### src/hdl/coac_pkg.sv
// Shared package for the cursor overlay alpha compositor.
// Holds field widths, register indexes, the configuration struct and the blend math.
// No dependencies.
package coac_pkg;

  localparam int CURSOR_DIM_DEFAULT = 64;

  localparam int COL_W      = 14;
  localparam int ROW_W      = 14;
  localparam int PIX_W      = 32;
  localparam int CFG_IDX_W  = 3;
  localparam int CFG_DATA_W = 16;

  localparam logic [CFG_IDX_W-1:0] REG_CURSOR_ENABLE = 3'd0;
  localparam logic [CFG_IDX_W-1:0] REG_CURSOR_LEFT   = 3'd1;
  localparam logic [CFG_IDX_W-1:0] REG_CURSOR_TOP    = 3'd2;
  localparam logic [CFG_IDX_W-1:0] REG_CURSOR_COLS   = 3'd3;
  localparam logic [CFG_IDX_W-1:0] REG_CURSOR_ROWS   = 3'd4;
  localparam logic [CFG_IDX_W-1:0] REG_FRAME_COLS    = 3'd5;
  localparam logic [CFG_IDX_W-1:0] REG_FRAME_ROWS    = 3'd6;

  localparam logic OP_LOAD      = 1'b0;
  localparam logic OP_COMPOSITE = 1'b1;

  typedef struct packed {
    logic               cursor_enable;
    logic signed [15:0] cursor_left;
    logic signed [15:0] cursor_top;
    logic [6:0]         cursor_cols;
    logic [6:0]         cursor_rows;
    logic [13:0]        frame_cols;
    logic [13:0]        frame_rows;
  } cfg_t;

  // Weighted sum of one channel: p*(255-a) + b*a, which never exceeds 255*255.
  function automatic logic [15:0] mix_sum(logic [7:0] p, logic [7:0] b, logic [7:0] a);
    logic [15:0] m_fb;
    logic [15:0] m_cur;
    m_fb  = 16'(p) * (16'd255 - 16'(a));
    m_cur = 16'(b) * 16'(a);
    return m_fb + m_cur;
  endfunction

  // Divide by 255, rounded down: (s + ((s + 1) << 8)) >> 16.
  function automatic logic [7:0] mix_round(logic [15:0] s);
    logic [23:0] t;
    t = 24'(s) + ((24'(s) + 24'd1) << 8);
    return t[23:16];
  endfunction

endpackage

### src/hdl/coac_regs.sv
// Configuration register file of the cursor compositor.
// Depends on coac_pkg for register indexes and the cfg_t struct.
module coac_regs (
  input  logic                             clk,
  input  logic                             rst,
  input  logic                             cfg_valid,
  output logic                             cfg_ready,
  input  logic [coac_pkg::CFG_IDX_W-1:0]   cfg_index,
  input  logic [coac_pkg::CFG_DATA_W-1:0]  cfg_data,
  output coac_pkg::cfg_t                   cfg
);

  assign cfg_ready = 1'b1;

  always_ff @(posedge clk) begin
    if (rst) begin
      cfg <= '0;
    end else if (cfg_valid) begin
      case (cfg_index)
        coac_pkg::REG_CURSOR_ENABLE: cfg.cursor_enable <= cfg_data[0];
        coac_pkg::REG_CURSOR_LEFT:   cfg.cursor_left   <= $signed(cfg_data);
        coac_pkg::REG_CURSOR_TOP:    cfg.cursor_top    <= $signed(cfg_data);
        coac_pkg::REG_CURSOR_COLS:   cfg.cursor_cols   <= cfg_data[6:0];
        coac_pkg::REG_CURSOR_ROWS:   cfg.cursor_rows   <= cfg_data[6:0];
        coac_pkg::REG_FRAME_COLS:    cfg.frame_cols    <= cfg_data[13:0];
        coac_pkg::REG_FRAME_ROWS:    cfg.frame_rows    <= cfg_data[13:0];
        default: ;
      endcase
    end
  end

endmodule

### config.mk
export PLATFORM = sky130hd
export DESIGN_NAME = coac_regs
export DESIGN_NICKNAME = d
export VERILOG_FILES = /design/src/hdl/coac_pkg.sv /design/src/hdl/coac_regs.sv
export SDC_FILE = /design/constraint.sdc
export NUM_CORES = 1
export LEC_CHECK = 0
export ABC_AREA = 1
export ABC_CLOCK_PERIOD_IN_PS = 1600
export BUFFER_PORTS_ARGS = -buffer_cell sky130_fd_sc_hd__buf_2
export CORE_ASPECT_RATIO = 1.2
export CORE_MARGIN = 2
export CORE_UTILIZATION = 45
export DETAILED_ROUTE_END_ITERATION = 8
export GPL_TIMING_DRIVEN = 0
export PLACE_DENSITY = 0.78
export SYNTH_ARGS = -nofsm -noshare
export SYNTH_HDL_FRONTEND = slang
export SYNTH_SLANG_ARGS = --single-unit
export TNS_END_PERCENT = 100
### constraint.sdc
create_clock -name clk -period 1.6 [get_ports clk]
set_input_delay 0 -clock clk [delete_from_list [all_inputs] [get_ports clk]]
set_output_delay 0 -clock clk [all_outputs]
set_load 0.02 [all_outputs]
---- Word level (Yosys, flattened, before mapping) ----
Cells that the tools add are included.
word-level totals
  register bits ........................... 75
  bits of input ports ..................... 22
  output and inout bits ................... 76
  logic and storage cells ................. 21
cells by class
  eq/ne operators ......................... 6
  reduce and logical (&&, ||, !) cells .... 8
operators with widths
  kind                                                             count
  2-bit AND reduction                                              7
  3-bit == test, second input constant                             3
  3-bit by 2-bit == test with 1-bit output, second input constant  2
  3-bit by 1-bit == test with 1-bit output, second input constant  1
  3-bit zero test                                                  1

---- Longest topological paths before layout ----
  depth in word-level cells ............... 2
  gate-level depth with buffers ........... 6
  depth with buffers taken out ............ 5

---- Worst setup path before layout ----
OpenSTA, ideal clock, no wires.
  path type ............................... input -> register
  start point ............................. input port rst
  end point ............................... register cfg[35] (netlist name)
  setup time .............................. 0.064 ns
  arrival time ............................ 0.644 ns
  required time ........................... 1.536 ns
  path slack .............................. 0.892 ns
  stages .................................. 5
  path buffers ............................ 2
  path through ............................ inv_1 buf_2 buf_1 nand2_1 nor2_1
RTL lines
  element             RTL line         text
  start: declaration  coac_regs.sv:5   input logic rst,
  end: declaration    coac_regs.sv:10  output coac_pkg::cfg_t cfg

---- Worst setup path after layout ----
  start point ............................. register cfg[0] (netlist name)
  end point ............................... output port cfg[0] (netlist name)
No word-level cell between the ends.

==> summary.md <==
| Metric | Value |
|---|---|
| Design area | approximately 3800 um2 |
| Global-route wire length before repair | approximately 13 mm |
| PortBufs | 96 |
| TritonRoute pass-1 iters | 4 |
| Clock Path Buffers | 2 |
| Outcome | finished clean |
| Largest net degree at the start of global routing | 12 |
| DRC | 0 |
| CP arrival | 0.88 ns |
| Pre-CTS WS | ~0.5 ns |
| Rel. slew slack | 0.646 |
| Area Growth Syn to Fin | 25.1% |
| Register area share after synthesis | 0.496 |
| Reg clk slew, reported paths | about 0.07 ns |
| Max-slew violation count | 0 |
| Final period util | 0.548 |
| Max reg flops | 75 |
| Post-Syn Area per Cell | 6.87 um2 |
| Register bit total from synthesis | 75 |
| Post-Syn Nets | about 460 |
| CTS tree | built |
| Yosys top cell by area | dfxtp_1 |
| Fin Setup TNS | 0 ns |
| N_diodes | 0 |
| Internal power | roughly 0.0027 W |
| Largest regs | cfg: 75 flops |
| Core outline area | approximately 6500 um2 |
| Worst setup SP type | flop |
| CTS hold repair buffers | 0 |
| Fin nets | 570 |
| Share of the synthesized area in the top cell type | 0.496 |
| Share of layout cells above drive strength 1 | 0.244 |
| Postcts setup bufs | 0 |
| YS warnings | 0 |
| Initial DRC count | 156 |
| Logic pwr share | 0.136 |
| CP peak stage delay | 0.36 ns |
| Reg power frac | 0.522 |
| Final ANT Viol Nets | 0 |
| Gr usage total | 0.225 |
| H-tree Lvls | 3 |
| Worst-margin pin slew | approximately 0.53 ns |
| Detail Placement HPWL | ~5.9 mm |
| Critical Path RT | between 1.5 and 2 ns |
| DIE AREA | roughly 7400 um2 |
| Fillcell total | about 670 |
| Synth Cell Area | slightly above 3000 um2 |
| # IOs | 98 |
| Die H | roughly 94 um |
| Most frequent cells in the layout | nor2_1, buf_2, nand2_1 |
| Final hold slack | around 0.013 ns |
| Gp weighted congestion | 0.852 |
| Vias per cell | approximately 4.8 |
| Final WS setup | a little over 0.7 ns |
| Fmax | roughly 1100 MHz |
| Synth cell types | 14 |
| CTS root buf | clkbuf_8 |
| Worst hold path type | input port to flop |
| Total wire length | about 8 mm |
| Most common cell after layout, fill and taps aside | nor2_1 |
| Cell family with most CP delay | flip-flops |
| Die width | around 80 um |
| Post-synthesis cell count | approximately 440 |
| Slowest cell on the critical path | dfxtp_1 |
| Placed Cells | between 600 and 700 |
| CP Capture Type | output port |
| Crit-path max FO | 2 |
| Maximum VDD drop | roughly 0.62 mV |
| P_leak | just under 2 nW |
| Initial Util | 0.467 |
| Placement Rows | 32 |
| Final cell count without fillers | roughly 640 |
| Grt total ovfl | 0 |
| Clk pwr share | 0.342 |
| Worst path bufs/invs | 1 |
| PwrDens | just under 1000 nW/um2 |
| Antenna violations before repair | 0 |
| Crit Path Class | flop to output port |
| P_sw | 0.00102 W |
| CTS Sinks | 75 |
| Final Critical Period | about 0.88 ns |
| Clock Skews | 0 ns |
| Biggest register | cfg |
| Critical Path, Cell by Cell | buf_2 |
| Area after DPL | between 3000 and 4000 um2 |
| Max-cap violations | 0 |
| Wirelength per Cell | ~13 um |
| Largest cells by area after synthesis | dfxtp_1, nor2_1, nand3_1 |
| Final setup fails | 0 |
| Clk_lat worst skew | 0.34 ns |
| Vias in the first global route | 2770 |
| RSZ-0062 raised after global routing | no |
| Cts repair resizes | 0 |
| Via Count | 3072 |
| Final Hold Viols | 0 |
| Switching Share | 0.272 |
| Cts bufs inserted | 9 |
-- per-stage QoR --
step,util,power [W]
finish,0.584,0.00376
global route,0.584,0.00393
CTS,0.584,0.00378
detailed placement,0.557,0.00252
global placement,0.557,0.00251
floorplan,-,0.00234
-- synth_stat cells --
| library cell | instances |
|---|---|
| nand2_1 | 81 |
| nor2_1 | 155 |
| nor2_4 | 2 |
| clkbuf_1 | 1 |
| inv_1 | 21 |
| conb_1 | 1 |
| inv_2 | 2 |
| buf_1 | 5 |
| a21oi_1 | 1 |
| buf_4 | 5 |
| buf_2 | 15 |
| nand3_1 | 75 |
| nor2_2 | 2 |
| dfxtp_1 | 75 |
-- cell families after synthesis --
family,count (synthesis),share of synthesized area
other cells,1,0.00124
compound gates,1,0.00165
buf+inv,49,0.0731
flops,75,0.496
simple gates,315,0.428
-- cell type report --
type,count,area [um2],share of cell area
flip-flops and latches,75,1500,0.396
multi-input cells,317,1310,0.345
repair buffers,96,480,0.127
clock buffers,14,163,0.0429
plain buffers,26,135,0.0357
well taps,85,106,0.0281
inverters,23,86.3,0.0228
clock inverters,2,10.0,0.00264
-- power by group through the flow --
stage / clock (W) / sequential (W) / combinational [W]
3_3_place_gp: 0 / 0.00200 / 0.000502
6_report: 0.00129 / 0.00196 / 0.000513
3_5_place_dp: 0 / 0.00201 / 0.000510
4_1_cts: 0.00130 / 0.00196 / 0.000512
5_1_grt: 0.00139 / 0.00197 / 0.000568
2_1_floorplan: 0 / 0.00209 / 0.000258
-- routing by layer --
metal  GRT usage  vias up  share of wire
li1            -     1584              -
met1       0.289     1378           0.45
met2       0.358       91           0.47
met3      0.0471       19          0.052
met4       0.116        0          0.031
met5           0        -              0
-- worst paths after layout --
| path | cells past startpoint | endpoint | slack [ns] | start |
|---|---|---|---|---|
| min reg2reg | 2 | cfg[4] | 0.48 | cfg[4] |
| min | 5 | cfg[72] | 0.01 | cfg_data[14] |
| max | 1 | cfg[0] | 0.72 | cfg[0] |
| max reg2reg | 2 | cfg[34] | 1.00 | cfg[34] |
(Power assumes the default switching activity.)
