[config.mk]
export PLATFORM = sky130hd
export DESIGN_NAME = coac_hit
export DESIGN_NICKNAME = d
export VERILOG_FILES = /design/src/hdl/coac_pkg.sv /design/src/hdl/coac_hit.sv
export SDC_FILE = /design/constraint.sdc
export NUM_CORES = 1
export LEC_CHECK = 0
export ABC_CLOCK_PERIOD_IN_PS = 3120
export BUFFER_PORTS_ARGS = -buffer_cell sky130_fd_sc_hd__buf_2
export CORE_UTILIZATION = 32
export DETAILED_ROUTE_END_ITERATION = 6
export PLACE_DENSITY_LB_ADDON = 0.3
export RECOVER_POWER = 50
export SYNTH_ARGS = -nofsm -noshare
export SYNTH_HDL_FRONTEND = slang
export SYNTH_SLANG_ARGS = --single-unit
[constraint.sdc]
create_clock -name vclk -period 3.12
set_clock_uncertainty 0.1 [all_clocks]
set_input_delay 0.312 -clock vclk [all_inputs]
set_output_delay 0.312 -clock vclk [all_outputs]
set_load 0.01 [all_outputs]
[src/hdl/coac_pkg.sv]
// Shared package for the cursor overlay alpha compositor.
// Holds field widths, register indexes, the configuration struct and the blend math.
// No dependencies.
package coac_pkg;

  localparam int CURSOR_DIM_DEFAULT = 64;

  localparam int COL_W      = 14;
  localparam int ROW_W      = 14;
  localparam int PIX_W      = 32;
  localparam int CFG_IDX_W  = 3;
  localparam int CFG_DATA_W = 16;

  localparam logic [CFG_IDX_W-1:0] REG_CURSOR_ENABLE = 3'd0;
  localparam logic [CFG_IDX_W-1:0] REG_CURSOR_LEFT   = 3'd1;
  localparam logic [CFG_IDX_W-1:0] REG_CURSOR_TOP    = 3'd2;
  localparam logic [CFG_IDX_W-1:0] REG_CURSOR_COLS   = 3'd3;
  localparam logic [CFG_IDX_W-1:0] REG_CURSOR_ROWS   = 3'd4;
  localparam logic [CFG_IDX_W-1:0] REG_FRAME_COLS    = 3'd5;
  localparam logic [CFG_IDX_W-1:0] REG_FRAME_ROWS    = 3'd6;

  localparam logic OP_LOAD      = 1'b0;
  localparam logic OP_COMPOSITE = 1'b1;

  typedef struct packed {
    logic               cursor_enable;
    logic signed [15:0] cursor_left;
    logic signed [15:0] cursor_top;
    logic [6:0]         cursor_cols;
    logic [6:0]         cursor_rows;
    logic [13:0]        frame_cols;
    logic [13:0]        frame_rows;
  } cfg_t;

  // Weighted sum of one channel: p*(255-a) + b*a, which never exceeds 255*255.
  function automatic logic [15:0] mix_sum(logic [7:0] p, logic [7:0] b, logic [7:0] a);
    logic [15:0] m_fb;
    logic [15:0] m_cur;
    m_fb  = 16'(p) * (16'd255 - 16'(a));
    m_cur = 16'(b) * 16'(a);
    return m_fb + m_cur;
  endfunction

  // Divide by 255, rounded down: (s + ((s + 1) << 8)) >> 16.
  function automatic logic [7:0] mix_round(logic [15:0] s);
    logic [23:0] t;
    t = 24'(s) + ((24'(s) + 24'd1) << 8);
    return t[23:16];
  endfunction

endpackage

[src/hdl/coac_hit.sv]
// Coverage test and image store addressing for one incoming transaction.
// Depends on coac_pkg for the cfg_t struct and field widths.
module coac_hit #(
  parameter int CURSOR_DIM = coac_pkg::CURSOR_DIM_DEFAULT,
  parameter int ADDR_W     = $clog2(CURSOR_DIM * CURSOR_DIM)
) (
  input  coac_pkg::cfg_t                cfg,
  input  logic                          op,
  input  logic [coac_pkg::COL_W-1:0]    pixel_col,
  input  logic [coac_pkg::ROW_W-1:0]    pixel_row,
  output logic                          load_ok,
  output logic                          hit,
  output logic [ADDR_W-1:0]             addr
);

  localparam int IDX_W = $clog2(CURSOR_DIM);
  localparam logic signed [16:0] DIM_S = 17'(CURSOR_DIM);
  localparam logic [coac_pkg::COL_W-1:0] DIM_C = coac_pkg::COL_W'(CURSOR_DIM);

  logic signed [16:0] rc;
  logic signed [16:0] rr;
  logic signed [16:0] span_c;
  logic signed [16:0] span_r;
  logic               in_frame;
  logic               in_cols;
  logic               in_rows;
  logic [IDX_W-1:0]   sel_c;
  logic [IDX_W-1:0]   sel_r;

  // Offsets relative to the cursor origin; 17 bits hold every difference.
  assign rc = $signed({3'b000, pixel_col}) - $signed({cfg.cursor_left[15], cfg.cursor_left});
  assign rr = $signed({3'b000, pixel_row}) - $signed({cfg.cursor_top[15], cfg.cursor_top});

  // An odd cursor size drops its last column or row.
  assign span_c = $signed({10'b0, cfg.cursor_cols[6:1], 1'b0});
  assign span_r = $signed({10'b0, cfg.cursor_rows[6:1], 1'b0});

  assign in_frame = (pixel_col < cfg.frame_cols) && (pixel_row < cfg.frame_rows);
  assign in_cols  = !rc[16] && (rc < span_c) && (rc < DIM_S);
  assign in_rows  = !rr[16] && (rr < span_r) && (rr < DIM_S);

  assign hit     = cfg.cursor_enable && in_frame && in_cols && in_rows;
  assign load_ok = (pixel_col < DIM_C) && (pixel_row < DIM_C);

  assign sel_c = (op == coac_pkg::OP_COMPOSITE) ? rc[IDX_W-1:0] : pixel_col[IDX_W-1:0];
  assign sel_r = (op == coac_pkg::OP_COMPOSITE) ? rr[IDX_W-1:0] : pixel_row[IDX_W-1:0];

  assign addr = ADDR_W'(sel_r) * ADDR_W'(CURSOR_DIM) + ADDR_W'(sel_c);

endmodule

# Word level (Yosys, flattened, before mapping)
# Cells that the tools add are included.
# totals
regBits,0
input_bits,104
elab_cells,24
# classes
add_sub_neg,3
magnitude_cmp,8
muxes,2
n_reduce_logical,11
# op_table
cell,count
$lt A17 B8 Y1,2
$lt A17 B8 Y1 const B,2
$sub A15 B16 Y17,2
$lt A14 B14 Y1,2
$lt A14 B7 Y1 const B,2
$add A12 B6 Y12,1
$mux W6,2
$logic_and A1 B1 Y1,9
$logic_not A1 Y1,2

# Logic depth before layout (Yosys ltp)
# depth
depth_word,6
depth_mapped,16

# Worst setup path before layout
# OpenSTA, ideal clock, no wires.
# synth_path
kind,input to output
start,input pixel_row[0] (netlist bit)
end,output hit
t_arrival_ns,3.072
path_slack_ns,-0.364
path_stages,16
n_path_buf,0
path_cell_list,inv_1 ha_1 fa_1 nand2b_1 a21oi_1 nor2b_1 xnor2_1 ha_1 nand2_1 o2111a_1 o311a_1 nand4_1 nor4_1 o2111ai_1 nand4b_1 nor4_2
# synth_via
elab_chain_len,5
# synth_rtl
item,line,source
from (decl),coac_hit.sv:10,"input logic [coac_pkg::ROW_W-1:0] pixel_row,"
$sub A15 B16 Y17 or $lt A14 B14 Y1 (tied branches),"coac_hit.sv:32, coac_hit.sv:38",
"$lt A17 B8 Y1, or another cell as far along",coac_hit.sv:40,assign in_rows = !rr[16] && (rr < span_r) && (rr < DIM_S);
"$logic_and A1 B1 Y1, on equally long branches (2 in series)","coac_hit.sv:40, coac_hit.sv:42",
$logic_and A1 B1 Y1 (*),coac_hit.sv:42,assign hit = cfg.cursor_enable && in_frame && in_cols && in_rows;
to (decl),coac_hit.sv:12,"output logic hit,"
# Mark *: on every way between the ends. The rest lies on a longest branch, timed or not.

# Worst setup path in the final report
# layout_path
start,input cfg[45] (netlist bit)
end,output hit
# layout_via
elab_chain_len,5
# layout_rtl
item,line,source
from (decl),coac_hit.sv:7,"input coac_pkg::cfg_t cfg,"
$sub A15 B16 Y17 (*),coac_hit.sv:32,"assign rr = $signed({3'b000, pixel_row}) - $signed({cfg.cursor_top[15], cfg.cursor_top});"
$lt A17 B8 Y1 or $logic_not A1 Y1 (tied branches),coac_hit.sv:40,
$logic_and A1 B1 Y1,coac_hit.sv:40,
$logic_and A1 B1 Y1 (*),coac_hit.sv:40,
$logic_and A1 B1 Y1 (*),coac_hit.sv:42,
# Marked as above.

==> impl_summary.md <==
Finish
The layout overhead on the synthesized area is 43.1%. The final instance area is 3760 µm². The final layout contains a sequential cell count of 0. The number of diodes is 0. The final-stage net count is 703. The share of cells above drive strength 1 is 35.2%. Across the whole layout, storage elements account for 0 µm².

The count of clock-net buffers in the final layout is 0.

Die
The die outline area is 8570 µm². After floorplanning, the core was divided into 32 placement rows. The width of the die is 92.6 µm. The core region is 7850 µm². The chip height is 92.6 µm. Once the floorplan was initialized, standard cells occupied 33.5% of the core. In this run the count of I/O pins placed on the die edge is 118.

Yosys
The proportion of synthesized chip area in sequential cells is 0%. The number of nets in the synthesized netlist is 541. The post-synthesis cell type count is 55. The cell area after synthesis is 2630 µm². The post-synthesis cell count is 371.

By area the synthesized netlist is led by sky130_fd_sc_hd__ha_1, sky130_fd_sc_hd__inv_1, sky130_fd_sc_hd__a21oi_1. The warning count from the yosys run is 0. The cell accounting for the most synthesized area is sky130_fd_sc_hd__ha_1. The top cell type by area accounts for 30.5% of the synthesized area. A synthesized cell averages 7.08 µm².

Placement
The wire-length estimate of the detail-placed layout is 6930 µm. The congestion estimate from routability-driven global placement came to 0.881. OpenSTA, run right after detailed placement, puts the worst setup slack at -0.833 ns. The placed instance area is 3660 µm². During placement, the flow inserted port buffers numbering 116.

Power and ir drop
Power spread over the standard cell area amounts to 180 nW/µm². Overall power consumption after layout is estimated at 675 µW. VDD sags by at most 0.0000938 V. The leakage power is 2.11 nW.

Outcome
The run finished, with violations left. The checks that failed: negative setup slack.

Detailed routing
The routed design has 7650 µm of wire. The count of nets left with antenna violations once routing finished came out at 0. The initial detailed-routing violation count is 54. Dividing the detail-routed wire length by the instance count gives 12.1 µm. The total number of vias is 3118. The pre-antenna-repair detailed-routing pass consisted of 4 iterations. The number of design rule violations left after detail routing is 0. Dividing the detail-routed via count by the number of cells gives 4.93.

Timing
The worst hold slack is 0.862 ns. In the final timing run, aggregate negative setup slack is -0.611 ns. The period utilization is 120%.

The minimum setup slack in the final design is -0.611 ns. The final count of hold timing violations came to 0. Based on the critical path, the design can be clocked at up to 0.268 GHz. The transition time at the pin with the least slew margin is 0.770 ns. Setup violations remaining at the end of the flow were counted as 1.

Setup repair after global routing could not meet its margin everywhere. The worst pin sits at a relative slew slack of 48.7%. The max-slew violation count is 0. The final critical delay including setup and external delays is 3.73 ns.

Critical path
STA classifies the critical path endpoint as an output port. The arrival time of data at the critical path endpoint is 3.32 ns. The startpoint type of the worst setup path is an input port. The critical path class is input port to output port. At the worst endpoint, the required time is 2.71 ns.

The peak fanout along the critical path is 3.

Worst hold path
The path class of the tightest hold or removal check is input port to output port.

Global routing
The first global-routing pass estimated 12800 µm of wire. The via count of the first global-routing pass is 3041. Global routing finished with a remaining overflow of 0. The initial antenna violation count is 0.

Global routing used 17.7% of the available tracks. Entering global routing, the biggest net connects 13 pins.

Flow run
The tool flagged a number of max-cap violations equal to 0.
## area by class of cell
| class | count | area, µm² |
|---|---|---|
| fill | 838 | 4090 |
| multi-input combinational | 295 | 2400 |
| timing repair buffer | 164 | 945 |
| inverter | 72 | 283 |
| tap | 102 | 128 |
## kinds of logic after synthesis
kind of cell	count (synthesis)	share of synthesized area, %
AND/OR/NAND/NOR	106	21.6
AO/OA/AOI/OAI	94	24.2
buffers and inverters	76	11.2
adder cells (fa/ha/maj)	66	32.0
multiplexers	16	6.53
XOR/XNOR	13	4.34
## critical path, stage by stage
cell,delay [ns]
sky130_fd_sc_hd__buf_2,0.08
sky130_fd_sc_hd__inv_1,0.03
sky130_fd_sc_hd__ha_1,0.32
sky130_fd_sc_hd__o211ai_1,0.22
sky130_fd_sc_hd__a21oi_2,0.06
sky130_fd_sc_hd__buf_4,0.13
sky130_fd_sc_hd__buf_4,0.12
sky130_fd_sc_hd__buf_4,0.11
sky130_fd_sc_hd__buf_4,0.12
sky130_fd_sc_hd__buf_4,0.12
sky130_fd_sc_hd__buf_4,0.12
sky130_fd_sc_hd__buf_4,0.12
sky130_fd_sc_hd__buf_4,0.12
sky130_fd_sc_hd__o21ai_2,0.17
sky130_fd_sc_hd__buf_4,0.15
sky130_fd_sc_hd__o21ai_1,0.06
sky130_fd_sc_hd__a21oi_1,0.18
sky130_fd_sc_hd__xor2_1,0.16
sky130_fd_sc_hd__o2111ai_1,0.18
sky130_fd_sc_hd__nor4_4,0.28
sky130_fd_sc_hd__buf_2,0.16
## metrics by stage
step | cells | utilization [%]
global placement | 625 | 46.6
CTS | 633 | 47.6
finish | 633 | 47.9
floorplan | 371 | -
global route | 633 | 47.9
detailed placement | 625 | 46.6
## routing by layer
layer	wire length, µm	GRT usage [%]	up-vias
met5	0	0	-
met4	0	0.521	0
met3	285	0.903	0
met2	3690	33.0	68
met1	3670	23.5	1405
li1	-	-	1645
## cells in the final DEF, fill, tap and decap left out, types with 4 or more instances in the layout
cell type / n
sky130_fd_sc_hd__mux2i_1: 7
sky130_fd_sc_hd__mux2_2: 8
sky130_fd_sc_hd__a21o_1: 9
sky130_fd_sc_hd__o21ai_1: 4
sky130_fd_sc_hd__a21oi_1: 30
sky130_fd_sc_hd__ha_1: 61
sky130_fd_sc_hd__buf_4: 48
sky130_fd_sc_hd__buf_2: 110
sky130_fd_sc_hd__nand3_1: 11
sky130_fd_sc_hd__nor3b_1: 5
sky130_fd_sc_hd__clkbuf_1: 5
sky130_fd_sc_hd__o211ai_1: 6
sky130_fd_sc_hd__xnor2_1: 9
sky130_fd_sc_hd__inv_1: 71
sky130_fd_sc_hd__nand2_1: 21
sky130_fd_sc_hd__nand4_1: 5
sky130_fd_sc_hd__nor3_1: 4
sky130_fd_sc_hd__xor2_1: 4
sky130_fd_sc_hd__nand2b_1: 10
sky130_fd_sc_hd__nor2_1: 21
sky130_fd_sc_hd__o2111ai_1: 4
sky130_fd_sc_hd__nand3b_1: 5
sky130_fd_sc_hd__o21ai_0: 15
sky130_fd_sc_hd__nor4_1: 8
## Yosys cell counts (2+ instances only)
library cell / count
sky130_fd_sc_hd__a211oi_1: 2
sky130_fd_sc_hd__a21boi_0: 2
sky130_fd_sc_hd__a21o_1: 9
sky130_fd_sc_hd__a21oi_1: 31
sky130_fd_sc_hd__buf_2: 2
sky130_fd_sc_hd__fa_1: 2
sky130_fd_sc_hd__ha_1: 64
sky130_fd_sc_hd__inv_1: 72
sky130_fd_sc_hd__mux2_2: 8
sky130_fd_sc_hd__mux2i_1: 7
sky130_fd_sc_hd__nand2_1: 21
sky130_fd_sc_hd__nand2b_1: 11
sky130_fd_sc_hd__nand3_1: 11
sky130_fd_sc_hd__nand3b_1: 5
sky130_fd_sc_hd__nand4_1: 5
sky130_fd_sc_hd__nor2_1: 21
sky130_fd_sc_hd__nor2b_1: 4
sky130_fd_sc_hd__nor3_1: 5
sky130_fd_sc_hd__nor3b_1: 5
sky130_fd_sc_hd__nor4_1: 9
sky130_fd_sc_hd__o2111ai_1: 4
sky130_fd_sc_hd__o211ai_1: 6
sky130_fd_sc_hd__o21a_1: 3
sky130_fd_sc_hd__o21ai_0: 16
sky130_fd_sc_hd__o21ai_1: 4
sky130_fd_sc_hd__or3_1: 2
sky130_fd_sc_hd__xnor2_1: 9
sky130_fd_sc_hd__xor2_1: 4
## power breakdown
| group | total (mW) | internal [mW] | switching, mW |
|---|---|---|---|
| clock | 0 | 0 | 0 |
| combinational | 0.675 | 0.346 | 0.329 |
| sequential | 0 | 0 | 0 |
| total | 0.675 | 0.346 | 0.329 |
## worst paths after layout
check | cells past startpoint | slack [ns] | to | start
worst max-delay path | 21 | -0.61 | hit | cfg[45]
worst min-delay path | 4 | 0.86 | addr[6] | pixel_row[0]
## timing repair
item / in CTS / in global routing
setup endpoints to repair: 1 / 1
hold buffers: 0 / 0
setup buffers: 8 / 0
gates resized for setup: 5 / 7
pin swaps: 10 / 1
No activity file was read; power rests on OpenSTA's default activity.
